### config.mk
export PLATFORM = sky130hd
export DESIGN_NAME = md5_message_digest_top
export DESIGN_NICKNAME = d
export VERILOG_FILES = /design/src/hdl/md5_pkg.sv /design/src/hdl/md5_queue.sv /design/src/hdl/md5_engine.sv /design/src/hdl/md5_message_digest_top.sv
export SDC_FILE = /design/constraint.sdc
export NUM_CORES = 2
export LEC_CHECK = 0
export ABC_AREA = 1
export BUFFER_PORTS_ARGS = -buffer_cell sky130_fd_sc_hd__buf_4
export CORE_UTILIZATION = 40
export CTS_BUF_LIST = sky130_fd_sc_hd__clkbuf_2
export CTS_CLUSTER_DIAMETER = 60
export DETAILED_ROUTE_END_ITERATION = 7
export PLACE_DENSITY = 0.64
export SETUP_SLACK_MARGIN = 0.1
export SYNTH_ARGS = -nofsm -noshare
export SYNTH_HDL_FRONTEND = slang
export SYNTH_SLANG_ARGS = --single-unit
### constraint.sdc
create_clock -name clk -period 14.8 [get_ports clk]
set_clock_uncertainty 0.1 [all_clocks]
set_input_delay 2.96 -clock clk [delete_from_list [all_inputs] [get_ports clk]]
set_output_delay 2.96 -clock clk [all_outputs]
set_load 0.02 [all_outputs]
### src/hdl/md5_pkg.sv
`timescale 1ns / 1ps
// ----------------------------------------------------------------------------
// md5_pkg
// Shared types, constants and round tables for the MD5 digest block.
// ----------------------------------------------------------------------------
package md5_pkg;

	localparam int QUEUE_DEPTH = 4;

	localparam logic [31:0] INIT_A = 32'h67452301;
	localparam logic [31:0] INIT_B = 32'hEFCDAB89;
	localparam logic [31:0] INIT_C = 32'h98BADCFE;
	localparam logic [31:0] INIT_D = 32'h10325476;
	localparam logic [7:0]  PAD_BYTE = 8'h80;

	localparam logic REQ_ABSORB = 1'b0;
	localparam logic REQ_FINISH = 1'b1;

	typedef struct packed {
		logic       finish;
		logic [7:0] data;
	} md5_req_t;

	typedef enum logic [2:0] {
		ST_IDLE,
		ST_PAD,
		ST_LOAD,
		ST_ROUND,
		ST_ADD,
		ST_EMIT
	} md5_state_t;

	function automatic logic [4:0] shift_amt(input logic [5:0] i);
		logic [4:0] r;
		unique case ({i[5:4], i[1:0]})
			4'b0000: r = 5'd7;  4'b0001: r = 5'd12; 4'b0010: r = 5'd17; 4'b0011: r = 5'd22;
			4'b0100: r = 5'd5;  4'b0101: r = 5'd9;  4'b0110: r = 5'd14; 4'b0111: r = 5'd20;
			4'b1000: r = 5'd4;  4'b1001: r = 5'd11; 4'b1010: r = 5'd16; 4'b1011: r = 5'd23;
			4'b1100: r = 5'd6;  4'b1101: r = 5'd10; 4'b1110: r = 5'd15; default: r = 5'd21;
		endcase
		return r;
	endfunction

	localparam logic [31:0] ROUND_K [64] = '{
		32'hD76AA478, 32'hE8C7B756, 32'h242070DB, 32'hC1BDCEEE,
		32'hF57C0FAF, 32'h4787C62A, 32'hA8304613, 32'hFD469501,
		32'h698098D8, 32'h8B44F7AF, 32'hFFFF5BB1, 32'h895CD7BE,
		32'h6B901122, 32'hFD987193, 32'hA679438E, 32'h49B40821,
		32'hF61E2562, 32'hC040B340, 32'h265E5A51, 32'hE9B6C7AA,
		32'hD62F105D, 32'h02441453, 32'hD8A1E681, 32'hE7D3FBC8,
		32'h21E1CDE6, 32'hC33707D6, 32'hF4D50D87, 32'h455A14ED,
		32'hA9E3E905, 32'hFCEFA3F8, 32'h676F02D9, 32'h8D2A4C8A,
		32'hFFFA3942, 32'h8771F681, 32'h6D9D6122, 32'hFDE5380C,
		32'hA4BEEA44, 32'h4BDECFA9, 32'hF6BB4B60, 32'hBEBFBC70,
		32'h289B7EC6, 32'hEAA127FA, 32'hD4EF3085, 32'h04881D05,
		32'hD9D4D039, 32'hE6DB99E5, 32'h1FA27CF8, 32'hC4AC5665,
		32'hF4292244, 32'h432AFF97, 32'hAB9423A7, 32'hFC93A039,
		32'h655B59C3, 32'h8F0CCC92, 32'hFFEFF47D, 32'h85845DD1,
		32'h6FA87E4F, 32'hFE2CE6E0, 32'hA3014314, 32'h4E0811A1,
		32'hF7537E82, 32'hBD3AF235, 32'h2AD7D2BB, 32'hEB86D391
	};

	function automatic logic [3:0] msg_index(input logic [5:0] i);
		logic [3:0] r;
		unique case (i[5:4])
			2'd0: r = i[3:0];
			2'd1: r = 4'((6'd5 * i) + 6'd1);
			2'd2: r = 4'((6'd3 * i) + 6'd5);
			default: r = 4'(6'd7 * i);
		endcase
		return r;
	endfunction

endpackage

### src/hdl/md5_queue.sv
`timescale 1ns / 1ps
// ----------------------------------------------------------------------------
// md5_queue
// Small request queue between front end and compression engine.
// ----------------------------------------------------------------------------
module md5_queue
	import md5_pkg::*;
#(
	parameter int DEPTH = QUEUE_DEPTH
) (
	input  logic     clk,
	input  logic     arst_n,
	input  logic     in_valid,
	output logic     in_ready,
	input  md5_req_t in_req,
	output logic     out_valid,
	input  logic     out_ready,
	output md5_req_t out_req
);
	localparam int AW = $clog2(DEPTH);

	md5_req_t        mem_q [DEPTH];
	logic [AW-1:0]   wr_q, rd_q;
	logic [AW:0]     cnt_q;
	logic            push, pop;

	assign in_ready  = cnt_q != (AW+1)'(DEPTH);
	assign out_valid = cnt_q != '0;
	assign out_req   = mem_q[rd_q];
	assign push      = in_valid && in_ready;
	assign pop       = out_valid && out_ready;

	always_ff @(posedge clk) begin
		if (push) mem_q[wr_q] <= in_req;
	end

	always_ff @(posedge clk or negedge arst_n) begin
		if (!arst_n) begin
			wr_q  <= '0;
			rd_q  <= '0;
			cnt_q <= '0;
		end else begin
			if (push) wr_q <= (wr_q == AW'(DEPTH - 1)) ? '0 : wr_q + 1'b1;
			if (pop)  rd_q <= (rd_q == AW'(DEPTH - 1)) ? '0 : rd_q + 1'b1;
			cnt_q <= cnt_q + (AW+1)'(push) - (AW+1)'(pop);
		end
	end
endmodule

### src/hdl/md5_engine.sv
`timescale 1ns / 1ps
// ----------------------------------------------------------------------------
// md5_engine
// Block buffer, padding and 64-round compression; emits the digest words.
// ----------------------------------------------------------------------------
module md5_engine
	import md5_pkg::*;
(
	input  logic        clk,
	input  logic        arst_n,
	input  logic        req_valid,
	output logic        req_ready,
	input  md5_req_t    req,
	output logic        out_valid,
	input  logic        out_ready,
	output logic [31:0] digest_word,
	output logic [1:0]  word_index,
	output logic        last_word
);
	md5_state_t state_q, state_d;
	logic [31:0] buf_q [16];
	logic [5:0]  fill_q;
	logic [60:0] bytes_q;
	logic [31:0] h_q [4];
	logic [31:0] a_q, b_q, c_q, d_q;
	logic [5:0]  rnd_q;
	logic [5:0]  pad_q;
	logic        final_q;
	logic [1:0]  widx_q;

	logic [31:0] f, w, sum, rot;
	logic [3:0]  g;
	logic [4:0]  s;
	logic [63:0] bits;
	logic [7:0]  pad_byte;

	assign g = msg_index(rnd_q);
	assign s = shift_amt(rnd_q);
	assign w = buf_q[g];
	always_comb begin
		unique case (rnd_q[5:4])
			2'd0: f = (b_q & c_q) | (~b_q & d_q);
			2'd1: f = (d_q & b_q) | (~d_q & c_q);
			2'd2: f = b_q ^ c_q ^ d_q;
			default: f = c_q ^ (b_q | ~d_q);
		endcase
	end
	assign sum  = a_q + f + ROUND_K[rnd_q] + w;
	assign rot  = (s == 5'd0) ? sum : ((sum << s) | (sum >> (6'd32 - {1'b0, s})));
	assign bits = {bytes_q, 3'b000};
	// length goes into the block whose padding started below byte 56
	always_comb begin
		if (pad_q >= 6'd56 && fill_q < 6'd56) pad_byte = bits[{pad_q[2:0], 3'b000} +: 8];
		else pad_byte = 8'h00;
	end

	always_comb begin
		state_d = state_q;
		unique case (state_q)
			ST_IDLE: begin
				if (req_valid) begin
					if (req.finish) state_d = (fill_q == 6'd63) ? ST_LOAD : ST_PAD;
					else if (fill_q == 6'd63) state_d = ST_LOAD;
				end
			end
			ST_PAD:   if (pad_q == 6'd63) state_d = ST_LOAD;
			ST_LOAD:  state_d = ST_ROUND;
			ST_ROUND: if (rnd_q == 6'd63) state_d = ST_ADD;
			ST_ADD: begin
				if (!final_q) state_d = ST_IDLE;
				else if (pad_q == 6'd0) state_d = ST_PAD;
				else state_d = ST_EMIT;
			end
			ST_EMIT:  if (out_ready && widx_q == 2'd3) state_d = ST_IDLE;
			default:  state_d = ST_IDLE;
		endcase
	end

	always_comb begin
		req_ready   = state_q == ST_IDLE;
		out_valid   = state_q == ST_EMIT;
		digest_word = h_q[widx_q];
		word_index  = widx_q;
		last_word   = widx_q == 2'd3;
	end

	always_ff @(posedge clk) begin
		if (state_q == ST_IDLE && req_valid)
			buf_q[fill_q[5:2]][{fill_q[1:0], 3'b000} +: 8] <= req.finish ? PAD_BYTE : req.data;
		if (state_q == ST_PAD) buf_q[pad_q[5:2]][{pad_q[1:0], 3'b000} +: 8] <= pad_byte;
		if (state_q == ST_LOAD) begin
			a_q <= h_q[0]; b_q <= h_q[1]; c_q <= h_q[2]; d_q <= h_q[3];
		end
		if (state_q == ST_ROUND) begin
			a_q <= d_q; d_q <= c_q; c_q <= b_q; b_q <= b_q + rot;
		end
	end

	// final_q: padding of the last block in progress; pad_q == 0 after ADD
	// means the length still needs its own block.
	always_ff @(posedge clk or negedge arst_n) begin
		if (!arst_n) begin
			state_q <= ST_IDLE;
			fill_q  <= '0;
			bytes_q <= '0;
			rnd_q   <= '0;
			pad_q   <= '0;
			final_q <= 1'b0;
			widx_q  <= '0;
			h_q[0] <= INIT_A; h_q[1] <= INIT_B; h_q[2] <= INIT_C; h_q[3] <= INIT_D;
		end else begin
			state_q <= state_d;
			unique case (state_q)
				ST_IDLE: begin
					if (req_valid) begin
						if (req.finish) begin
							final_q <= 1'b1;
							pad_q   <= fill_q + 1'b1;
							if (fill_q == 6'd63) fill_q <= '0;
						end else begin
							fill_q  <= fill_q + 1'b1;
							bytes_q <= bytes_q + 1'b1;
						end
					end
				end
				ST_PAD: begin
					if (pad_q == 6'd63) begin
						pad_q <= (fill_q >= 6'd56) ? 6'd0 : 6'd1;
						if (fill_q >= 6'd56) fill_q <= '0;
					end else begin
						pad_q <= pad_q + 1'b1;
					end
				end
				ST_LOAD: rnd_q <= '0;
				ST_ROUND: rnd_q <= rnd_q + 1'b1;
				ST_ADD: begin
					h_q[0] <= h_q[0] + a_q; h_q[1] <= h_q[1] + b_q;
					h_q[2] <= h_q[2] + c_q; h_q[3] <= h_q[3] + d_q;
					if (!final_q) fill_q <= '0;
					widx_q <= '0;
				end
				ST_EMIT: begin
					if (out_ready) begin
						widx_q <= widx_q + 1'b1;
						if (widx_q == 2'd3) begin
							h_q[0] <= INIT_A; h_q[1] <= INIT_B;
							h_q[2] <= INIT_C; h_q[3] <= INIT_D;
							fill_q <= '0; bytes_q <= '0; final_q <= 1'b0; pad_q <= '0;
						end
					end
				end
				default: ;
			endcase
		end
	end
endmodule

### src/hdl/md5_message_digest_top.sv
`timescale 1ns / 1ps
// ----------------------------------------------------------------------------
// md5_message_digest_top
// MD5 digest over a byte stream, four digest words out per message.
// ----------------------------------------------------------------------------
// Input channel (valid/ready): req_type 0 absorbs data_byte, 1 finishes the
// message. A request queue decouples the input from the engine.
// Absorbing takes bytes only while the engine is idle; every 64th byte runs the
// compression, one round per cycle through a single round unit.
// Finish writes the padding one byte per cycle, compresses
// one or two blocks, then offers four transfers on the output channel:
// digest_word with word_index 0..3, last_word set on the fourth.
// A stalled receiver holds the engine in its output state; the queue keeps
// taking requests until it fills. Reset restores the initial chain words,
// clears the byte count and empties the queue.
// ----------------------------------------------------------------------------
module md5_message_digest_top
	import md5_pkg::*;
#(
	parameter int DEPTH = QUEUE_DEPTH
) (
	input  logic        clk,
	input  logic        arst_n,
	input  logic        in_valid,
	output logic        in_ready,
	input  logic        req_type,
	input  logic [7:0]  data_byte,
	output logic        out_valid,
	input  logic        out_ready,
	output logic [31:0] digest_word,
	output logic [1:0]  word_index,
	output logic        last_word
);
	md5_req_t in_req, q_req;
	logic     q_valid, q_ready;

	assign in_req.finish = req_type == REQ_FINISH;
	assign in_req.data   = data_byte;

	md5_queue #(.DEPTH(DEPTH)) u_queue (
		.clk(clk), .arst_n(arst_n),
		.in_valid(in_valid), .in_ready(in_ready), .in_req(in_req),
		.out_valid(q_valid), .out_ready(q_ready), .out_req(q_req)
	);

	md5_engine u_engine (
		.clk(clk), .arst_n(arst_n),
		.req_valid(q_valid), .req_ready(q_ready), .req(q_req),
		.out_valid(out_valid), .out_ready(out_ready),
		.digest_word(digest_word), .word_index(word_index), .last_word(last_word)
	);
endmodule

Word-level counts from Yosys, hierarchy flattened --
Memories as Yosys holds them, arrays and structs flattened. Cells that the tools add are included.
Cells by class: add/subtract/negate cells 22, multipliers 3, magnitude comparators 5, equality and inequality tests 26, shift operators 7, multiplexer cells 69, bitwise gates (word level) 15, reduce and logical (&&, ||, !) cells 22
Operators with widths (count):
- two-way mux 32 bit | 17
- adder 32 bit | 8
- two-way mux 128 bit | 2
- case mux 128 bit (2 select lines) | 1
- two-way mux 61 bit | 4
- bitwise AND 32 bit | 4
- bitwise OR 32 bit | 4
- case mux 61 bit (2 select lines) | 1
- case mux 32 bit (3 select lines) | 1
- XOR 32 bit | 3
- two-way mux 6 bit | 11
- binary-select mux 32 bit (select 2 bit) | 1
- inverter 32 bit | 2
- variable shift 8 x 7 -> 32 bit (first input constant) | 2
- indexed part select 64 x 7 -> 8 bit | 1
- indexed part select 8 x 7 -> 32 bit | 2
- adder 61 x 1 -> 61 bit (second input constant) | 1
- OR reduction 32 bit | 1
- left shift 32 x 5 -> 32 bit | 1
- >> shifter 32 x 6 -> 32 bit | 1
- two-way mux 3 bit | 8
- case mux 6 bit (4 select lines) | 1
- AND reduction 5 bit | 4
- adder 6 x 1 -> 6 bit (second input constant) | 3
- 46 further kinds | 85
Storage, ports and cells: flip-flop bits (word level) 348, memory bits (writable) 548, memory bits (read-only) 2128, bits of input ports 13, output and inout port bits 37, word-level logic and storage cells 191, memories kept 4
Memory list:
- (name not given) | depth 64, width 32, read ports 1, clocked after Yosys merged registers in 0, wr ports 0, line md5_engine.sv:48 | assign sum = a_q + f + ROUND_K[rnd_q] + w;
- u_engine.buf_q | depth 16, width 32, read ports 1, clocked after Yosys merged registers in 0, wr ports 1, line md5_engine.sv:21 | logic [31:0] buf_q [16];
- (name not given) | depth 16, width 5, read ports 1, clocked after Yosys merged registers in 0, wr ports 0, line md5_pkg.sv:35 | unique case ({i[5:4], i[1:0]})
- u_queue.mem_q | depth 4, width 9, read ports 1, clocked after Yosys merged registers in 0, wr ports 1, line md5_queue.sv:22 | md5_req_t mem_q [DEPTH];

Depth between registers and ports, before layout --
word-level depth 12, depth in mapped cells 62, mapped depth without buffers 59

Cells and area by module --
Synthesis repeated with hierarchy kept, for this count alone.
Second synthesis, totals: cell total of the unflattened synthesis 7312, area, all modules 59143.0 um2
Modules (own cells, without submodules):
- md5_engine | instances 1, cells an instance 7150, area each 57158.6 um2, sequential area each 24628.6 um2
- md5_queue | instances 1, cells an instance 162, area each 1984.4 um2, sequential area each 1256.2 um2

Worst setup path after synthesis --
OpenSTA, ideal clock, no wires.
kind reg2reg, from register u_engine.rnd_q[2], to register u_engine.b_q[22] (data pin), setup time 0.254 ns, arrival 8.710 ns, required time 14.446 ns, slack 5.737 ns, stages on the path, launching flop included 57, path buffers 3, period minus slack after synthesis 9.063 ns, path through dfrtp_1 -> inv_1 -> clkbuf_1 -> fa_1 -> inv_1 -> ha_1 -> xor2_1 -> a21oi_1 -> o21ai_1 -> nand2_1 -> inv_2 -> clkbuf_1 -> clkbuf_1 -> a31oi_1 -> fa_1 -> fa_1 -> inv_1 -> ha_1 -> (+21 left out) -> a22oi_1 -> ha_1 -> fa_1 -> nand3_1 -> nand3_1 -> nand2_1 -> nand2_1 -> a21oi_1 -> nor2_1 -> o21ai_0 -> nand2_1 -> a21oi_1 -> o21ai_0 -> nand2_1 -> o211ai_1 -> or2_2 -> nand3_1 -> nand2_1
On the way: longest elaborated chain between the ends 11, elaborated cells between the ends (all ways) 19, those cells by class add/sub: 5; mul: 3; shift: 2; mux: 5; bitwise: 2; memory: 2
RTL lines:
- start: declaration | line md5_engine.sv:26 | logic [5:0] rnd_q;
- start signal: assignment | line md5_engine.sv:135 | ST_ROUND: rnd_q <= rnd_q + 1'b1;
- branches (longest 5 deep; another with memory read (16 x 32 bit))
- adder 32 bit (*) | line md5_engine.sv:48
- >> shifter 32 x 6 -> 32 bit or left shift 32 x 5 -> 32 bit (tied branches) | line md5_engine.sv:49 | assign rot = (s == 5'd0) ? sum : ((sum << s) | (sum >> (6'd32 - {1'b0, s})));
- bitwise OR 32 bit | line md5_engine.sv:49
- two-way mux 32 bit (*) | line md5_engine.sv:49
- adder 32 bit (*) | line md5_engine.sv:95 | a_q <= d_q; d_q <= c_q; c_q <= b_q; b_q <= b_q + rot;
- two-way mux 32 bit (*) | line md5_engine.sv:94 | if (state_q == ST_ROUND) begin
- end signal: assignment | line md5_engine.sv:92 | a_q <= h_q[0]; b_q <= h_q[1]; c_q <= h_q[2]; d_q <= h_q[3];
- end signal: assignment | line md5_engine.sv:95
- end: declaration | line md5_engine.sv:25 | logic [31:0] a_q, b_q, c_q, d_q;
Mark *: on every way between the ends. The select of a mux whose other input is x is not followed. A chain may end at the register's enable or synchronous reset.

Worst setup path in the final report --
from register u_engine.rnd_q[0], to register u_engine.b_q[22] (data pin)
On the way: longest elaborated chain between the ends 11, elaborated cells between the ends (all ways) 22, those cells by class add/sub: 6; mul: 3; shift: 2; mux: 5; bitwise: 2; reduce/logical: 1; memory: 3
RTL lines (line):
- branches (longest 8 deep; another with memory read (16 x 32 bit))
- two-way mux 32 bit (*) | md5_engine.sv:49
- adder 32 bit (*) | md5_engine.sv:95
- two-way mux 32 bit (*) | md5_engine.sv:94
Marks and branches as above.

==> flow_metrics.tcl <==
set metrics [dict create \
    async_flop_share 0.246 \
    seqCellArea_sq_um 25900 \
    cts_tree "yes" \
    drtIter0Drc 6276 \
    peakVddDrop_v 0.0000860 \
    root_buffer "clkbuf_2" \
    dr.pass1.iters 8 \
    die-area_sq_um 149000 \
    finalCritPeriodShare 0.790 \
    top_layer "met5" \
    synth_top_area_share 0.344 \
    rows 140 \
    vias_per_cell 5.87 \
    vias 55100 \
    io_buffers 49 \
    yosys_warnings 0 \
    synth_edf_count 676 \
    met1_length_um 94400 \
    syn-cell-area_sq_um 59000 \
    final_nets 7601 \
    p_per_area_nw_per_um2 73.9 \
    slew_violations 0 \
    io_pins 50 \
    wl_per_cell_um 23.8 \
    clock-sinks 896 \
    fmax_mhz 85.5 \
    avgSynthCellArea_sq_um 8.16 \
    fin_util 0.435 \
    multi_input_area_sq_um 28400 \
    max-slew-margin-rel 0.202 \
    max_stage_delay_ns 0.81 \
    start_kind "register" \
    place_hpwl_um 162000 \
    core_area_sq_um 146000 \
    ys_seq_area_frac 0.439 \
    critPathSlowestCell "dfrtp_1" \
    leakagePower_nw 26.8 \
    dr_wl_met3_um 19500 \
    yosysTopAreaCell "edfxtp_1" \
    path_class "reg -> reg" \
    tns_ns 0 \
    rsz0062_at_grt "false" \
    cts_hold_buffers 0 \
    grt_pass1_wl_um 330000 \
    hold-worst-slack_ns 0.384 \
    cp_common_cell "nand2_1" \
    maxCapViolations 0 \
    place_ws_ns 3.38 \
    synth_flop_cell "edfxtp_1" \
    detail-route-antenna-nets 0 \
    start_util 0.404 \
    die_h_um 386 \
    yosysMostFrequentCell "nand2_1" \
    die-width_um 386 \
    clk_path_buf_depth 3 \
    hold_viol_final 0 \
    routabilityCongestion 1.03 \
    cp-end-kind "register" \
    cts_resized 0 \
    crit_arrival_ns 13.09 \
    worst_slack_ns 3.10 \
    synth_common_cells "nand2_1, inv_1, nor2_1" \
    ys_ff_latch 896 \
    drc 0 \
    syn_inst 7233 \
    wl_met2_um 98400 \
    path_clk_slew_ns 0.13 \
    grt-ovfl-total 0 \
    postCtsSetupBuffers 0 \
    yosys.cell_types.count 79 \
    synth_area_leaders "edfxtp_1, nand2_1, dfrtp_1, inv_1, ha_1" \
    syn_nets 7555 \
    numCtsBuffers 237 \
    fin_crit_ns 11.70 \
    critPathMaxFanout 136 \
    clk_latency_ns 1.80 \
    htree_levels 4 \
    fillCellCount 14700 \
    routed_wl_um 223000 \
    antenna_found_initial 5 \
    synthToLayoutAreaGrowth_pct 7.72 \
    hp-class "reg -> reg" \
    outcome "completed" \
    r2r_setup_slack_ns 3.10 \
    grt_pass1_vias 52200 \
    crit_required_ns 16.19 \
    grt_usage 0.296 \
    grt_max_degree 160 \
    drive_above_1_share 0.0914 \
    setup_violations 0 \
    tightest_slew_ns 1.20 \
    power_mw 4.70 \
]
==> power by group <==
part / internal (mW) / switching (mW) / leakage [nW] / total (mW)
Clock: 0.702 / 1.16 / 1.68 / 1.86
Combinational: 0.0268 / 0.0797 / 16.9 / 0.107
Sequential: 2.72 / 0.00890 / 8.21 / 2.73
==> critical path, delay by kind of cell (launching register included) <==
| kind | cells | cell delay [ns] |
|---|---|---|
| fa+ha+maj | 6 | 2.79 |
| flops | 1 | 0.81 |
| simple gates | 22 | 2.73 |
| buf+inv | 5 | 1.64 |
| compound gates | 13 | 3.16 |
==> cell usage in the layout (no fill, tap or decap), types with 12 or more instances in the layout <==
cell type and instances:
a21o_1 12, nor3_1 99, o21ai_1 21, nor4_1 21, dfstp_2 64, xnor2_1 52
a32oi_1 18, clkbuf_2 339, inv_1 895, o21bai_1 14, nand2_1 1332, nand4_1 57
ha_1 236, clkinv_1 64, buf_4 133, o31ai_1 18, dfrtp_1 155, inv_2 17
a21oi_1 548, o21a_1 16, nor2_1 711, nand3_1 494, o2111ai_1 14, o22ai_1 152
fa_1 73, or2_2 25, o311ai_0 133, clkinv_2 15, o21ai_0 569, edfxtp_1 676
o211ai_1 164, o221ai_1 18, xor2_1 62, a31oi_1 73
==> cell families after synthesis <==
kind of cell,synth area share
adders and majority gates,0.0748
xor gates and xnor gates,0.0172
buffers and inverters,0.0813
AOI/OAI and AO/OA,0.188
DFF,0.439
and+or+nand+nor,0.199
==> final timing paths <==
check / startpoint / end / cells after the start
min in group asynchronous: arst_n / u_engine.h_q[97] / 1
worst max-delay path: u_engine.rnd_q[0] / u_engine.b_q[22] / 46
worst min register to register: u_engine.bytes_q[60] / u_engine.bytes_q[60] / 1
max in group asynchronous: arst_n / u_engine.bytes_q[15] / 3
worst max register to register: u_engine.rnd_q[0] / u_engine.b_q[22] / 46
worst min-delay path: u_engine.bytes_q[60] / u_engine.bytes_q[60] / 1
==> registers in the layout, indices dropped and copies added (netlist names), 3 cells and up <==
signal / cells
u_engine.a_q: 32
u_engine.b_q: 32
u_engine.buf_q: 512
u_engine.bytes_q: 61
u_engine.c_q: 32
u_engine.d_q: 32
u_engine.fill_q: 6
u_engine.h_q: 128
u_engine.pad_q: 6
u_engine.rnd_q: 6
u_engine.state_q: 3
u_queue.cnt_q: 3
u_queue.mem_q: 36
==> final cells by class <==
class                           count  share of cell area
Antenna cell                        6            0.000236
Clock buffer                      339              0.0267
Clock inverter                     84             0.00896
Inverter                          926              0.0549
Multi-Input combinational cell   5081               0.447
Sequential cell                   896               0.407
Tap cell                         1917              0.0377
Timing Repair Buffer              137              0.0169
==> metrics by stage <==
stage | instances | instance area [sq um]
2_1_floorplan | 7233 | 59000
3_3_place_gp | 8957 | 61300
3_5_place_dp | 8957 | 61300
4_1_cts | 9380 | 63500
5_1_grt | 9386 | 63500
6_report | 9386 | 63500
==> layer usage <==
layer	track usage	up-vias
li1	-	25400
met5	0	-
met2	0.450	2623
met3	0.0601	523
met4	0.146	2
met1	0.400	26600
Note: power is estimated with default switching activity, not from simulation.
